$ cat src/diagnostic_probe_sequencer_macros.svh
// Assertion macros for the diagnostic probe sequencer.
// Used by modules that have i_clk and i_rst_n (synchronous, active low) in scope.
`ifndef DIAGNOSTIC_PROBE_SEQUENCER_MACROS_SVH
`define DIAGNOSTIC_PROBE_SEQUENCER_MACROS_SVH

// Condition holds at every edge outside reset
`define DPS_ASSERT_ALWAYS(label, cond, msg) \
    label: assert property (@(posedge i_clk) disable iff (!i_rst_n) (cond)) \
        else $error(msg);

// Consequent holds in the same cycle as the antecedent
`define DPS_ASSERT_SAME(label, ante, cons, msg) \
    label: assert property (@(posedge i_clk) disable iff (!i_rst_n) (ante) |-> (cons)) \
        else $error(msg);

// Consequent holds in the cycle after the antecedent
`define DPS_ASSERT_NEXT(label, ante, cons, msg) \
    label: assert property (@(posedge i_clk) disable iff (!i_rst_n) (ante) |=> (cons)) \
        else $error(msg);

`endif

$ cat src/dps_pkg.sv
// Shared types and constants of the diagnostic probe sequencer.
// No dependencies; used by every module of the block.
`default_nettype none

package dps_pkg;

    // Item kinds
    localparam logic [1:0] KIND_TICK   = 2'd0;
    localparam logic [1:0] KIND_START  = 2'd1;
    localparam logic [1:0] KIND_STOP   = 2'd2;
    localparam logic [1:0] KIND_UNUSED = 2'd3;  // reserved, ignored by the survey

    // Command kinds
    localparam logic [1:0] CMD_SET_HEADER = 2'd0;
    localparam logic [1:0] CMD_TESTER     = 2'd1;
    localparam logic [1:0] CMD_PID_QUERY  = 2'd2;
    localparam logic [1:0] CMD_LOCAL_ID   = 2'd3;

    // Survey phases
    localparam logic [2:0] PH_IDLE  = 3'd0;
    localparam logic [2:0] PH_SWEEP = 3'd1;
    localparam logic [2:0] PH_WALK  = 3'd2;
    localparam logic [2:0] PH_LOCAL = 3'd3;
    localparam logic [2:0] PH_DONE  = 3'd4;

    // Survey constants
    localparam logic [3:0]  PROBE_HEADERS  = 4'd8;
    localparam logic [7:0]  PID_BLOCK_STEP = 8'h20;
    localparam logic [7:0]  PID_BLOCK_LAST = 8'hE0;
    localparam logic [8:0]  LOCAL_ID_LAST  = 9'h0FF;
    localparam logic [10:0] HEADER_RESET   = 11'h7E0;
    localparam int          MAX_ECUS_DEF   = 8;

    typedef struct packed {
        logic [1:0] kind;
        logic       owns_channel;
        logic       reply_pending;
        logic       reply_timed_out;
        logic       reply_answered;
    } t_item;

    typedef struct packed {
        logic        send_command;
        logic [1:0]  command_kind;
        logic [10:0] header;
        logic [7:0]  argument;
        logic        expire_reply;
        logic [2:0]  phase;
        logic        running;
        logic [3:0]  found_count;
    } t_result;

endpackage

`default_nettype wire

$ cat src/diagnostic_probe_sequencer.sv
// Top level of the diagnostic probe sequencer: input register, step core, result register.
// Depends on dps_pkg, dps_in_stage, dps_core and dps_out_stage.
//
//   channel   direction  handshake            payload
//   item in   input      i_valid / o_ready    i_kind .. i_reply_answered
//   result    output     o_valid / i_ready    o_send_command .. o_found_count
//   config    input      i_cfg_we             i_cfg_data (header base)
//
// One item per cycle sustained while results are taken; an accepted item's result goes
// through the input register and then the result register before it is on the outputs.
// The survey state updates when an item moves from the input register to the result
// register, so the step logic is the only path between the two.
// A stalled result holds while one more item waits in the input register.
// Reset (i_rst_n low at a clock edge) empties both registers and sets the header
// base to 0x7E0 and the survey to idle.
`default_nettype none

module diagnostic_probe_sequencer
    import dps_pkg::*;
#(
    parameter int MAX_ECUS = MAX_ECUS_DEF
) (
    input  wire logic        i_clk,
    input  wire logic        i_rst_n,
    input  wire logic        i_cfg_we,
    input  wire logic [10:0] i_cfg_data,
    input  wire logic        i_valid,
    output logic             o_ready,
    input  wire logic [1:0]  i_kind,
    input  wire logic        i_owns_channel,
    input  wire logic        i_reply_pending,
    input  wire logic        i_reply_timed_out,
    input  wire logic        i_reply_answered,
    output logic             o_valid,
    input  wire logic        i_ready,
    output logic             o_send_command,
    output logic [1:0]       o_command_kind,
    output logic [10:0]      o_header,
    output logic [7:0]       o_argument,
    output logic             o_expire_reply,
    output logic [2:0]       o_phase,
    output logic             o_running,
    output logic [3:0]       o_found_count
);

    t_item   in_item;
    t_item   held_item;
    logic    held_valid;
    logic    out_free;
    logic    step;
    t_result step_res;
    t_result out_res;

    assign in_item.kind            = i_kind;
    assign in_item.owns_channel    = i_owns_channel;
    assign in_item.reply_pending   = i_reply_pending;
    assign in_item.reply_timed_out = i_reply_timed_out;
    assign in_item.reply_answered  = i_reply_answered;

    // Item moves to the result register when that has room
    assign step = held_valid && out_free;

    dps_in_stage u_in (
        .i_clk   (i_clk),
        .i_rst_n (i_rst_n),
        .i_valid (i_valid),
        .o_ready (o_ready),
        .i_item  (in_item),
        .i_take  (step),
        .o_valid (held_valid),
        .o_item  (held_item)
    );

    dps_core #(
        .MAX_ECUS (MAX_ECUS)
    ) u_core (
        .i_clk      (i_clk),
        .i_rst_n    (i_rst_n),
        .i_cfg_we   (i_cfg_we),
        .i_cfg_data (i_cfg_data),
        .i_step     (step),
        .i_item     (held_item),
        .o_result   (step_res)
    );

    dps_out_stage u_out (
        .i_clk    (i_clk),
        .i_rst_n  (i_rst_n),
        .i_load   (step),
        .i_result (step_res),
        .o_free   (out_free),
        .o_valid  (o_valid),
        .i_ready  (i_ready),
        .o_result (out_res)
    );

    assign o_send_command = out_res.send_command;
    assign o_command_kind = out_res.command_kind;
    assign o_header       = out_res.header;
    assign o_argument     = out_res.argument;
    assign o_expire_reply = out_res.expire_reply;
    assign o_phase        = out_res.phase;
    assign o_running      = out_res.running;
    assign o_found_count  = out_res.found_count;

endmodule

`default_nettype wire

$ cat src/dps_in_stage.sv
// Input register of the diagnostic probe sequencer.
// Depends on dps_pkg (t_item).
`default_nettype none

module dps_in_stage
    import dps_pkg::*;
(
    input  wire logic  i_clk,
    input  wire logic  i_rst_n,
    input  wire logic  i_valid,
    output logic       o_ready,
    input  wire t_item i_item,
    input  wire logic  i_take,
    output logic       o_valid,
    output t_item      o_item
);

    logic  r_valid;
    t_item r_item;

    // Free when empty or when the held item moves on this cycle
    assign o_ready = !r_valid || i_take;
    assign o_valid = r_valid;
    assign o_item  = r_item;

    always_ff @(posedge i_clk) begin
        if (!i_rst_n) begin
            r_valid <= 1'b0;
        end else if (o_ready) begin
            r_valid <= i_valid;
        end
    end

    always_ff @(posedge i_clk) begin
        if (o_ready && i_valid) begin
            r_item <= i_item;
        end
    end

endmodule

`default_nettype wire

$ cat src/dps_out_stage.sv
// Result register of the diagnostic probe sequencer.
// Depends on dps_pkg (t_result).
`default_nettype none

module dps_out_stage
    import dps_pkg::*;
(
    input  wire logic    i_clk,
    input  wire logic    i_rst_n,
    input  wire logic    i_load,
    input  wire t_result i_result,
    output logic         o_free,
    output logic         o_valid,
    input  wire logic    i_ready,
    output t_result      o_result
);

    logic    r_valid;
    t_result r_result;

    // Room for a new item when empty or when the held one leaves now
    assign o_free   = !r_valid || i_ready;
    assign o_valid  = r_valid;
    assign o_result = r_result;

    always_ff @(posedge i_clk) begin
        if (!i_rst_n) begin
            r_valid <= 1'b0;
        end else if (o_free) begin
            r_valid <= i_load;
        end
    end

    always_ff @(posedge i_clk) begin
        if (i_load) begin
            r_result <= i_result;
        end
    end

endmodule

`default_nettype wire

$ cat src/dps_core.sv
// Survey state and combinational step logic of the diagnostic probe sequencer.
// Depends on dps_pkg and diagnostic_probe_sequencer_macros.svh.
`default_nettype none

`include "diagnostic_probe_sequencer_macros.svh"

module dps_core
    import dps_pkg::*;
#(
    parameter int MAX_ECUS = MAX_ECUS_DEF
) (
    input  wire logic        i_clk,
    input  wire logic        i_rst_n,
    input  wire logic        i_cfg_we,
    input  wire logic [10:0] i_cfg_data,
    input  wire logic        i_step,
    input  wire t_item       i_item,
    output t_result          o_result
);

    localparam int         IDX_W     = (MAX_ECUS > 1) ? $clog2(MAX_ECUS) : 1;
    localparam logic [3:0] FOUND_MAX = 4'(MAX_ECUS);

    // Configuration
    logic [10:0] r_header_base;

    // Survey state
    logic [2:0] r_phase,         n_phase;
    logic [3:0] r_probe_index,   n_probe_index;
    logic [3:0] r_found_total,   n_found_total;
    logic [3:0] r_walk_pos,      n_walk_pos;
    logic [7:0] r_pid_block,     n_pid_block;
    logic [3:0] r_sweep_pos,     n_sweep_pos;
    logic [8:0] r_local_id,      n_local_id;
    logic       r_header_known,  n_header_known;
    logic [2:0] r_header_cached, n_header_cached;
    logic       r_awaiting,      n_awaiting;
    logic       r_awaiting_probe, n_awaiting_probe;

    // Found-offset store, written only during the header sweep
    logic [2:0] r_found [MAX_ECUS];

    logic             w_en;
    logic [IDX_W-1:0] w_idx;
    logic [2:0]       w_data;

    // Step scratch
    logic       v_pend;
    logic       v_go;
    logic [1:0] v_want;
    logic [2:0] v_off;
    logic [7:0] v_arg;
    logic [3:0] v_rd_pos;
    t_result    n_res;

    assign o_result = n_res;

    // One item: start/stop/tick, completion, then the phase action
    always_comb begin
        n_phase          = r_phase;
        n_probe_index    = r_probe_index;
        n_found_total    = r_found_total;
        n_walk_pos       = r_walk_pos;
        n_pid_block      = r_pid_block;
        n_sweep_pos      = r_sweep_pos;
        n_local_id       = r_local_id;
        n_header_known   = r_header_known;
        n_header_cached  = r_header_cached;
        n_awaiting       = r_awaiting;
        n_awaiting_probe = r_awaiting_probe;
        w_en             = 1'b0;
        w_idx            = r_found_total[IDX_W-1:0];
        w_data           = r_probe_index[2:0];
        v_pend           = i_item.reply_pending;
        v_go             = 1'b0;
        v_want           = CMD_SET_HEADER;
        v_off            = 3'd0;
        v_arg            = 8'd0;
        v_rd_pos         = 4'd0;
        n_res            = '0;

        case (i_item.kind)
            KIND_START: begin
                n_probe_index    = 4'd0;
                n_found_total    = 4'd0;
                n_walk_pos       = 4'd0;
                n_pid_block      = 8'd0;
                n_sweep_pos      = 4'd0;
                n_local_id       = 9'd0;
                n_header_known   = 1'b0;
                n_header_cached  = 3'd0;
                n_awaiting       = 1'b0;
                n_awaiting_probe = 1'b0;
                n_phase          = PH_SWEEP;
            end
            KIND_STOP: begin
                n_phase = PH_IDLE;
            end
            KIND_TICK: begin
                if (i_item.owns_channel &&
                    (r_phase == PH_SWEEP || r_phase == PH_WALK || r_phase == PH_LOCAL)) begin
                    // Timeout drops the pending reply
                    if (i_item.reply_pending && i_item.reply_timed_out) begin
                        n_res.expire_reply = 1'b1;
                        v_pend             = 1'b0;
                    end
                    if (!v_pend) begin
                        // Completion of the outstanding command
                        if (r_awaiting) begin
                            n_awaiting = 1'b0;
                            if (r_awaiting_probe) begin
                                case (r_phase)
                                    PH_SWEEP: begin
                                        if (i_item.reply_answered &&
                                            r_found_total < FOUND_MAX) begin
                                            w_en          = 1'b1;
                                            n_found_total = r_found_total + 4'd1;
                                        end
                                        n_probe_index = r_probe_index + 4'd1;
                                    end
                                    PH_WALK: begin
                                        if (r_pid_block >= PID_BLOCK_LAST) begin
                                            n_pid_block = 8'd0;
                                            n_walk_pos  = r_walk_pos + 4'd1;
                                        end else begin
                                            n_pid_block = r_pid_block + PID_BLOCK_STEP;
                                        end
                                    end
                                    PH_LOCAL: begin
                                        if (r_local_id >= LOCAL_ID_LAST) begin
                                            n_local_id  = 9'd0;
                                            n_sweep_pos = r_sweep_pos + 4'd1;
                                        end else begin
                                            n_local_id = r_local_id + 9'd1;
                                        end
                                    end
                                    default: begin
                                    end
                                endcase
                            end
                        end

                        // Phase action on the advanced positions
                        v_rd_pos = (r_phase == PH_WALK) ? n_walk_pos : n_sweep_pos;
                        case (r_phase)
                            PH_SWEEP: begin
                                if (n_probe_index >= PROBE_HEADERS) begin
                                    n_phase     = PH_WALK;
                                    n_walk_pos  = 4'd0;
                                    n_pid_block = 8'd0;
                                end else begin
                                    v_go   = 1'b1;
                                    v_want = CMD_TESTER;
                                    v_off  = n_probe_index[2:0];
                                end
                            end
                            PH_WALK: begin
                                if (n_walk_pos >= n_found_total) begin
                                    n_phase     = PH_LOCAL;
                                    n_sweep_pos = 4'd0;
                                    n_local_id  = 9'd0;
                                end else begin
                                    v_go   = 1'b1;
                                    v_want = CMD_PID_QUERY;
                                    v_off  = r_found[v_rd_pos[IDX_W-1:0]];
                                    v_arg  = n_pid_block;
                                end
                            end
                            PH_LOCAL: begin
                                if (n_sweep_pos >= n_found_total) begin
                                    n_phase = PH_DONE;
                                end else begin
                                    v_go   = 1'b1;
                                    v_want = CMD_LOCAL_ID;
                                    v_off  = r_found[v_rd_pos[IDX_W-1:0]];
                                    v_arg  = n_local_id[7:0];
                                end
                            end
                            default: begin
                            end
                        endcase

                        // Set the header first when it differs from the cached one
                        if (v_go) begin
                            if (!(r_header_known && r_header_cached == v_off)) begin
                                n_header_known  = 1'b1;
                                n_header_cached = v_off;
                                v_want          = CMD_SET_HEADER;
                                v_arg           = 8'd0;
                            end
                            n_awaiting           = 1'b1;
                            n_awaiting_probe     = (v_want != CMD_SET_HEADER);
                            n_res.send_command   = 1'b1;
                            n_res.command_kind   = v_want;
                            n_res.header         = r_header_base + {8'd0, v_off};
                            n_res.argument       = v_arg;
                        end
                    end
                end
            end
            default: begin
            end
        endcase

        n_res.phase       = n_phase;
        n_res.running     = (n_phase == PH_SWEEP || n_phase == PH_WALK ||
                             n_phase == PH_LOCAL);
        n_res.found_count = n_found_total;
    end

    // Header base register
    always_ff @(posedge i_clk) begin
        if (!i_rst_n) begin
            r_header_base <= HEADER_RESET;
        end else if (i_cfg_we) begin
            r_header_base <= i_cfg_data;
        end
    end

    // Survey state registers
    always_ff @(posedge i_clk) begin
        if (!i_rst_n) begin
            r_phase          <= PH_IDLE;
            r_probe_index    <= 4'd0;
            r_found_total    <= 4'd0;
            r_walk_pos       <= 4'd0;
            r_pid_block      <= 8'd0;
            r_sweep_pos      <= 4'd0;
            r_local_id       <= 9'd0;
            r_header_known   <= 1'b0;
            r_header_cached  <= 3'd0;
            r_awaiting       <= 1'b0;
            r_awaiting_probe <= 1'b0;
        end else if (i_step) begin
            r_phase          <= n_phase;
            r_probe_index    <= n_probe_index;
            r_found_total    <= n_found_total;
            r_walk_pos       <= n_walk_pos;
            r_pid_block      <= n_pid_block;
            r_sweep_pos      <= n_sweep_pos;
            r_local_id       <= n_local_id;
            r_header_known   <= n_header_known;
            r_header_cached  <= n_header_cached;
            r_awaiting       <= n_awaiting;
            r_awaiting_probe <= n_awaiting_probe;
        end
    end

    // Found-offset store write
    always_ff @(posedge i_clk) begin
        if (i_step && w_en) begin
            r_found[w_idx] <= w_data;
        end
    end

    `DPS_ASSERT_ALWAYS(a_found_bound, r_found_total <= FOUND_MAX,
        "found count exceeds MAX_ECUS")
    `DPS_ASSERT_ALWAYS(a_pid_aligned, r_pid_block[4:0] == 5'd0,
        "PID block off its 0x20 grid")
    `DPS_ASSERT_NEXT(a_start_clears, i_step && i_item.kind == KIND_START,
        r_phase == PH_SWEEP && r_found_total == 4'd0 && !r_awaiting,
        "start item did not reset the survey")
    `DPS_ASSERT_NEXT(a_send_waits, i_step && n_res.send_command, r_awaiting,
        "command sent without waiting for its reply")
    `DPS_ASSERT_SAME(a_query_header, n_res.send_command && n_res.command_kind != CMD_SET_HEADER,
        n_header_known && n_header_cached == v_off,
        "query sent to a header that is not set")

endmodule

`default_nettype wire
$ cat config.mk
export PLATFORM = sky130hd
export DESIGN_NAME = diagnostic_probe_sequencer
export DESIGN_NICKNAME = d
export VERILOG_FILES = /design/src/dps_pkg.sv /design/src/diagnostic_probe_sequencer.sv /design/src/dps_in_stage.sv /design/src/dps_out_stage.sv /design/src/dps_core.sv
export VERILOG_INCLUDE_DIRS = /design/src /design/src/src
export SDC_FILE = /design/constraint.sdc
export NUM_CORES = 1
export LEC_CHECK = 0
export BUFFER_PORTS_ARGS = -buffer_cell sky130_fd_sc_hd__buf_2
export CAP_MARGIN = 5
export CORE_ASPECT_RATIO = 0.7
export CORE_MARGIN = 10
export CORE_UTILIZATION = 59
export CTS_CLUSTER_DIAMETER = 200
export DETAILED_ROUTE_END_ITERATION = 8
export GPL_TIMING_DRIVEN = 0
export PLACE_DENSITY_LB_ADDON = 0.08
export SETUP_SLACK_MARGIN = 0.05
export SLEW_MARGIN = 0
export SYNTH_ARGS = -nofsm -noshare
export SYNTH_HDL_FRONTEND = slang
export SYNTH_SLANG_ARGS = --single-unit
$ cat constraint.sdc
create_clock -name i_clk -period 4.9 [get_ports i_clk]
set_input_delay 0.49 -clock i_clk [delete_from_list [all_inputs] [get_ports i_clk]]
set_output_delay 0.49 -clock i_clk [all_outputs]
set_load 0.05 [all_outputs]
Yosys cells after proc, flatten, opt, wreduce, memory -nomap -nowiden. Memory sizes are Yosys's and may differ from the RTL's. Cells that the tools add are included. W data, S select, Z words.

Memories: 1. Memory bits (writable): 24. Logic and storage cells: 211. Register bits after elaboration: 92.

Order comparisons: 6. Reduce and logical (&&, ||, !) cells: 25. Bitwise logic cells: 4. Muxes and demuxes: 128. Add/subtract/negate cells: 7. Eq/ne operators: 13.

Memory list: u_core.r_found (depth 8, width 3, read ports 1, clocked after memory_dff 0, wr ports 1, line dps_core.sv:41) `logic [2:0] r_found [MAX_ECUS];`.

Operator list (number): $mux W4 (39); $mux W8 (11); $mux W9 (8); $mux W3 (16); $pmux W4 S2 (4); $pmux W8 S2 (2); $mux W1 (30); $pmux W3 S3 (3); $mux W22 (1); $pmux W9 S2 (1); $add A4 B1 Y4 const B (4); $mux W2 (7); $eq A3 B2 Y1 const B (4); $add A11 B3 Y11 (1); $add A9 B1 Y9 const B (1); $ge A9 B8 Y1 const B (1); $add A8 B6 Y8 const B (1); $ge A4 B4 Y1 (2); $ge A8 B8 Y1 const B (1); $logic_and A1 B1 Y1 (7); $eq A3 B1 Y1 const B (2); $logic_or A1 B1 Y1 (6); $pmux W1 S2 (3); $pmux W2 S3 (1); 20 further kinds (27).

Logic depth before layout (Yosys ltp). An unclocked memory read counts as a cell.

Word-level depth: 28. Depth in mapped cells: 20. Mapped depth without buffers: 19.

Hierarchy. A second synthesis with hierarchy kept.

Cell total of the unflattened synthesis: 629. Area, all modules: 6192.2 µm².

Modules (own cells, without submodules): dps_core (instances 1, cells each 582, area an instance 4968.5 µm², seq. area each 1781.7 µm²); dps_out_stage (instances 1, cells each 35, area an instance 979.7 µm², seq. area each 950.9 µm²); dps_in_stage (instances 1, cells each 11, area an instance 237.7 µm², seq. area each 200.2 µm²); diagnostic_probe_sequencer (instances 1, cells each 1, area an instance 6.3 µm², seq. area each 0.0 µm²).

Least setup slack after synthesis. No wires, ideal clock.

Path kind: register to register. From: register u_core.r_phase[2]. To: register u_out.r_result (netlist bit u_out.o_result[24]) (data pin). Cell stages (with the launch flop): 21. Path buffers: 1. Setup slack: 0.383 ns. Required time: 4.637 ns. Clock period less this slack: 4.517 ns. Arrival: 4.254 ns. Cells stage by stage: dfxtp_1 -> clkbuf_1 -> nand4b_1 -> nor2_2 -> nand2_1 -> nor2_1 -> xor2_1 -> ha_1 -> nand2b_1 -> a21o_1 -> a21o_1 -> a211oi_2 -> nor2_1 -> a311o_1 -> o21ai_0 -> ha_1 -> a21oi_1 -> nor2_1 -> nand3_1 -> xor2_1 -> nor2_1.

Cells in the longest elaborated chain, start to end: 15. Elaborated cells on any way between the ends: 53. Classes of those cells: 1 x add/sub; 3 x order compare; 3 x eq/ne; 39 x mux; 2 x bitwise; 4 x reduce/logical; 1 x memory.

Ends and longest elaborated chain: start: declaration (line dps_core.sv:28) `logic [2:0] r_phase, n_phase;`; start signal: assignment (line dps_core.sv:235) `r_phase <= n_phase;`; $eq A3 B2 Y1 (tied with other cells) (line dps_core.sv:101, dps_core.sv:112, dps_core.sv:145); $mux W4 (line dps_core.sv:112) `case (r_phase)`; $mux W4 (line dps_core.sv:111) `if (r_awaiting_probe) begin`; $mux W4 (line dps_core.sv:109) `if (r_awaiting) begin`; $mux W4 (line dps_core.sv:107) `if (!v_pend) begin`; $mux W4 (line dps_core.sv:100) `if (i_item.owns_channel &&`; $mux W4 (line dps_core.sv:82) `case (i_item.kind)`; $mux W3 (tied with other cells) (line dps_core.sv:144) `v_rd_pos = (r_phase == PH_WALK) ? n_walk_pos : n_sweep_pos;`; $mem_v2 Z8 W3 (tied with other cells); $mux W3 (tied with other cells) (line dps_core.sv:170) `if (n_sweep_pos >= n_found_total) begin`; $pmux W3 S3 / $mux W1 (equally long branches) (line dps_core.sv:145, dps_core.sv:107); $mux W3 / $mux W1 (equally long branches) (line dps_core.sv:107, dps_core.sv:100); $mux W3 / $mux W1 (equally long branches) (line dps_core.sv:100, dps_core.sv:82); $mux W3 / $not A1 Y1 (equally long branches); $add A11 B3 Y11 / $reduce_or A4 Y1 (equally long branches); end signal: assignment (line dps_out_stage.sv:36) `r_result <= i_result;`; end: declaration (line dps_out_stage.sv:19) `t_result r_result;`.

Parallel ways exist; a longest one is shown, timed or not. The select of a mux whose other input is x is not followed. A chain may end at the register's enable or synchronous reset.

Final worst setup path. Ends and elaborated chain as after synthesis.

==> metrics.md <==
| Metric | Value |
|---|---|
| Post-synthesis sequential area ratio | 49.8% |
| Share of layout cells above drive strength 1 | 19.2% |
| Worst path bufs/invs | 1 |
| Mean Syn Cell Area | 9.92 sq um |
| Pre-CTS setup slack | -729 ps |
| R2R Setup Slk | 220 ps |
| Routed WL per cell | 20.2 microns |
| Initial DRC count | 634 |
| Port bufs | 54 |
| Req. time, crit path | 5050 ps |
| Maximum clock rate | 214 MHz |
| Synthesized net count | 633 |
| Kind of critical path | register to register |
| Slew HR | 40.4% |
| Period utilisation layout | 95.6% |
| Crit. End Element | register |
| Slowest-stage cell, CP | mux2i_2 |
| Max Clock Skew | 7.86 ps |
| Global-route wire length before repair | 25.8 mm |
| Status | completed |
| Max VDD drop | 245 uV |
| DRT Pass-1 Iters | 6 |
| CP top delay family | compound AO/OA/AOI/OAI gates |
| Starting density of the core | 60.5% |
| P_leak | 2.66 nW |
| Clock tree buffer depth | 2 |
| N_diodes | 0 |
| Die H | 104 microns |
| Seq pwr share | 40.6% |
| Routed vias/inst | 6.34 |
| Nets | 714 |
| Power per cell area | 366 mW/mm^2 |
| Slew @ Worst Pin | 894 ps |
| Worst hold path class | primary input to register |
| Area contributors post-synth | edfxtp_1, dfxtp_1, nor2_1 |
| Max incr delay on CP | 410 ps |
| Gpl congestion | 0.904 |
| Die X | 139 microns |
| Fin area | 0.00711 sq mm |
| CP cell instances | buf_2 > nand4b_1 > nor2_4 > nand2_1 > nor2_4 > mux2i_2 > ha_1 > a21o_1 > a21o_1 > a211oi_4 > nor2_2 > a311o_1 > o21ai_2 > ha_1 > a21oi_2 > nor2_1 > nand3_1 > xor2_1 > nor2_1 |
| Worst-skew pair later-pin latency | 410 ps |
| Largest net degree at the start of global routing | 41 |
| Clock root buffer | clkbuf_16 |
| CTS HTree Levels | 4 |
| Cells after Synth | 593 |
| Remaining DRCs | 0 |
| DRT antenna net count | 0 |
| Post-synthesis cell type count | 70 |
| Synth top area share | 31.1% |
| Placed cell area | 0.00633 sq mm |
| Initial antenna violation count | 0 |
| Worst Path Max Fanout | 10 |
| Commonest cells in the netlist | nor2_1, nand2_1, edfxtp_1 |
| Cell with the most instances after synthesis | nor2_1 |
| Combinational Power Share | 6.6% |
| Dpl hpwl | 11.3 mm |
| Setup violators final | 0 |
| Core area | 0.00972 sq mm |
| Startpoint Class | register |
| Min setup slack post-route | 216 ps |
| Via count | 5,169 |
| Clock group share of total power | 52.8% |
| Dominant cell type by area after synthesis | edfxtp_1 |
| Max-cap violations | 0 |
| Switching portion of total power | 22.2% |
| Number of global-route vias before repair | 4,908 |
| Number of synthesized flops with an enable pin | 61 |
| Count of state elements after synthesis | 116 |
| Global Route Usage Sum | 21.9% |
| CTS tree | yes |
| Minimum clock period | 4680 ps |
| Ys flop type | edfxtp_1 |
| CTS buffer count | 17 |
| Gr ovfl total | 0 |
| Clk sinks | 116 |
| Internal | 2.02 mW |
| Sw Pwr | 577 uW |
| WL final | 16.5 mm |
| Num rows | 30 |
| Synth Cell Area | 0.00588 sq mm |
| Clock-pin slew on the worst setup and hold paths | 60 ps |
| Hold Vio Cnt, Final | 0 |
| Ys async rst share | 0% |
| Crit path arrival time | 4830 ps |
| I/O pin count | 55 |
| DIE AREA | 0.0144 sq mm |
| Synth warn | 0 |
| Syn-to-layout area delta | 20.9% |
| Max Slew Vio Count | 0 |
| Worst hold slack | 257 ps |
[worst register-to-register path, stage by stage (launching register included)]
cell,delay [ps]
dfxtp_1,310
buf_2,180
nand4b_1,280
nor2_4,190
nand2_1,120
nor2_4,250
mux2i_2,410
ha_1,310
a21o_1,160
a21o_1,220
a211oi_4,330
nor2_2,120
a311o_1,400
o21ai_2,180
ha_1,310
a21oi_2,210
nor2_1,110
nand3_1,100
xor2_1,150
nor2_1,60
[worst paths after layout]
| path | startpoint | depth (start not counted) | endpoint |
|---|---|---|---|
| max | u_core.r_phase[2] | 19 | u_out.o_result[24] |
| min | i_owns_channel | 1 | u_in.o_item[3] |
| max reg2reg | u_core.r_phase[2] | 19 | u_out.o_result[24] |
| min reg2reg | u_core.r_pid_block[0] | 1 | u_core.r_pid_block[0] |
[repair_timing]
item / CTS / global route
buffers inserted: 3 / 4
pin swaps: 2 / 3
endpoints found under the setup margin: 28 / 20
gates resized for setup: 11 / 13
hold endpoints to repair: 0 / 0
hold buffers: 0 / 0
[metal layers]
| metal | vias to the layer above | routed length [microns] | GRT usage (%) |
|---|---|---|---|
| met4 | 0 | 445 | 7.21 |
| met1 | 2407 | 7040 | 29.5 |
| met5 | - | 0 | 0 |
| met3 | 48 | 1810 | 7.07 |
| li1 | 2358 | - | - |
| met2 | 356 | 7210 | 32.3 |
[cells in the final DEF, fill, tap and decap left out, types with 11 or more instances in the layout]
cell type   n
a21oi_1    34
buf_2      56
mux2i_1    21
edfxtp_1   61
inv_1      13
xor2_1     13
nand2_1    62
nor2_1     82
nand4_1    11
o21ai_0    18
clkbuf_1   17
clkbuf_16  18
nand3_1    24
a22oi_1    16
dfxtp_1    52
ha_1       16
[flip-flops by register name, indices dropped and copies added (netlist names), 3 cells and up]
name	flops
u_out.o_result	31
u_core.r_found	24
u_core.r_header_base	11
u_core.r_local_id	9
u_core.r_pid_block	8
u_in.o_item	6
u_core.r_found_total	4
u_core.r_probe_index	4
u_core.r_sweep_pos	4
u_core.r_walk_pos	4
u_core.r_header_cached	3
u_core.r_phase	3
[final cells by class]
type	instances	area, sq um
Sequential cell	116	2940
Multi-Input combinational cell	443	2890
Fill cell	680	2610
Clock buffer	24	513
Timing Repair Buffer	62	330
Tap cell	128	160
Clock inverter	8	144
Buffer	20	88.8
Inverter	14	52.6
[power groups by stage]
stage	logic, mW	registers [mW]	clock network, mW
3_3_place_gp	0.163	1.07	0
4_1_cts	0.169	1.06	1.37
5_1_grt	0.183	1.06	1.42
2_1_floorplan	0.0738	1.12	0
6_report	0.172	1.06	1.37
3_5_place_dp	0.166	1.07	0
[metrics by stage]
stage	utilization [%]	power, mW	cells	TNS (ps)
final	73.2	2.60	815	0
after global routing	73.2	2.66	815	-12.7
after CTS	72.5	2.60	811	0
after detailed placement	65.1	1.24	776	-12240
after global placement	65.0	1.24	775	-9910
after floorplan	-	1.19	593	0
[kinds of logic (layout without fill, tap and decap cells)]
group,after synthesis,in the layout,share of synthesized area (%)
AND/OR/NAND/NOR,248,248,20.5
buffers and inverters,34,128,2.32
multiplexers,27,27,5.27
XOR/XNOR,24,24,3.57
flip-flops,116,116,49.8
AO/OA/AOI/OAI,126,126,14.6
adder cells (fa/ha/maj),18,18,3.95
Power figures use the tool's default switching activity.
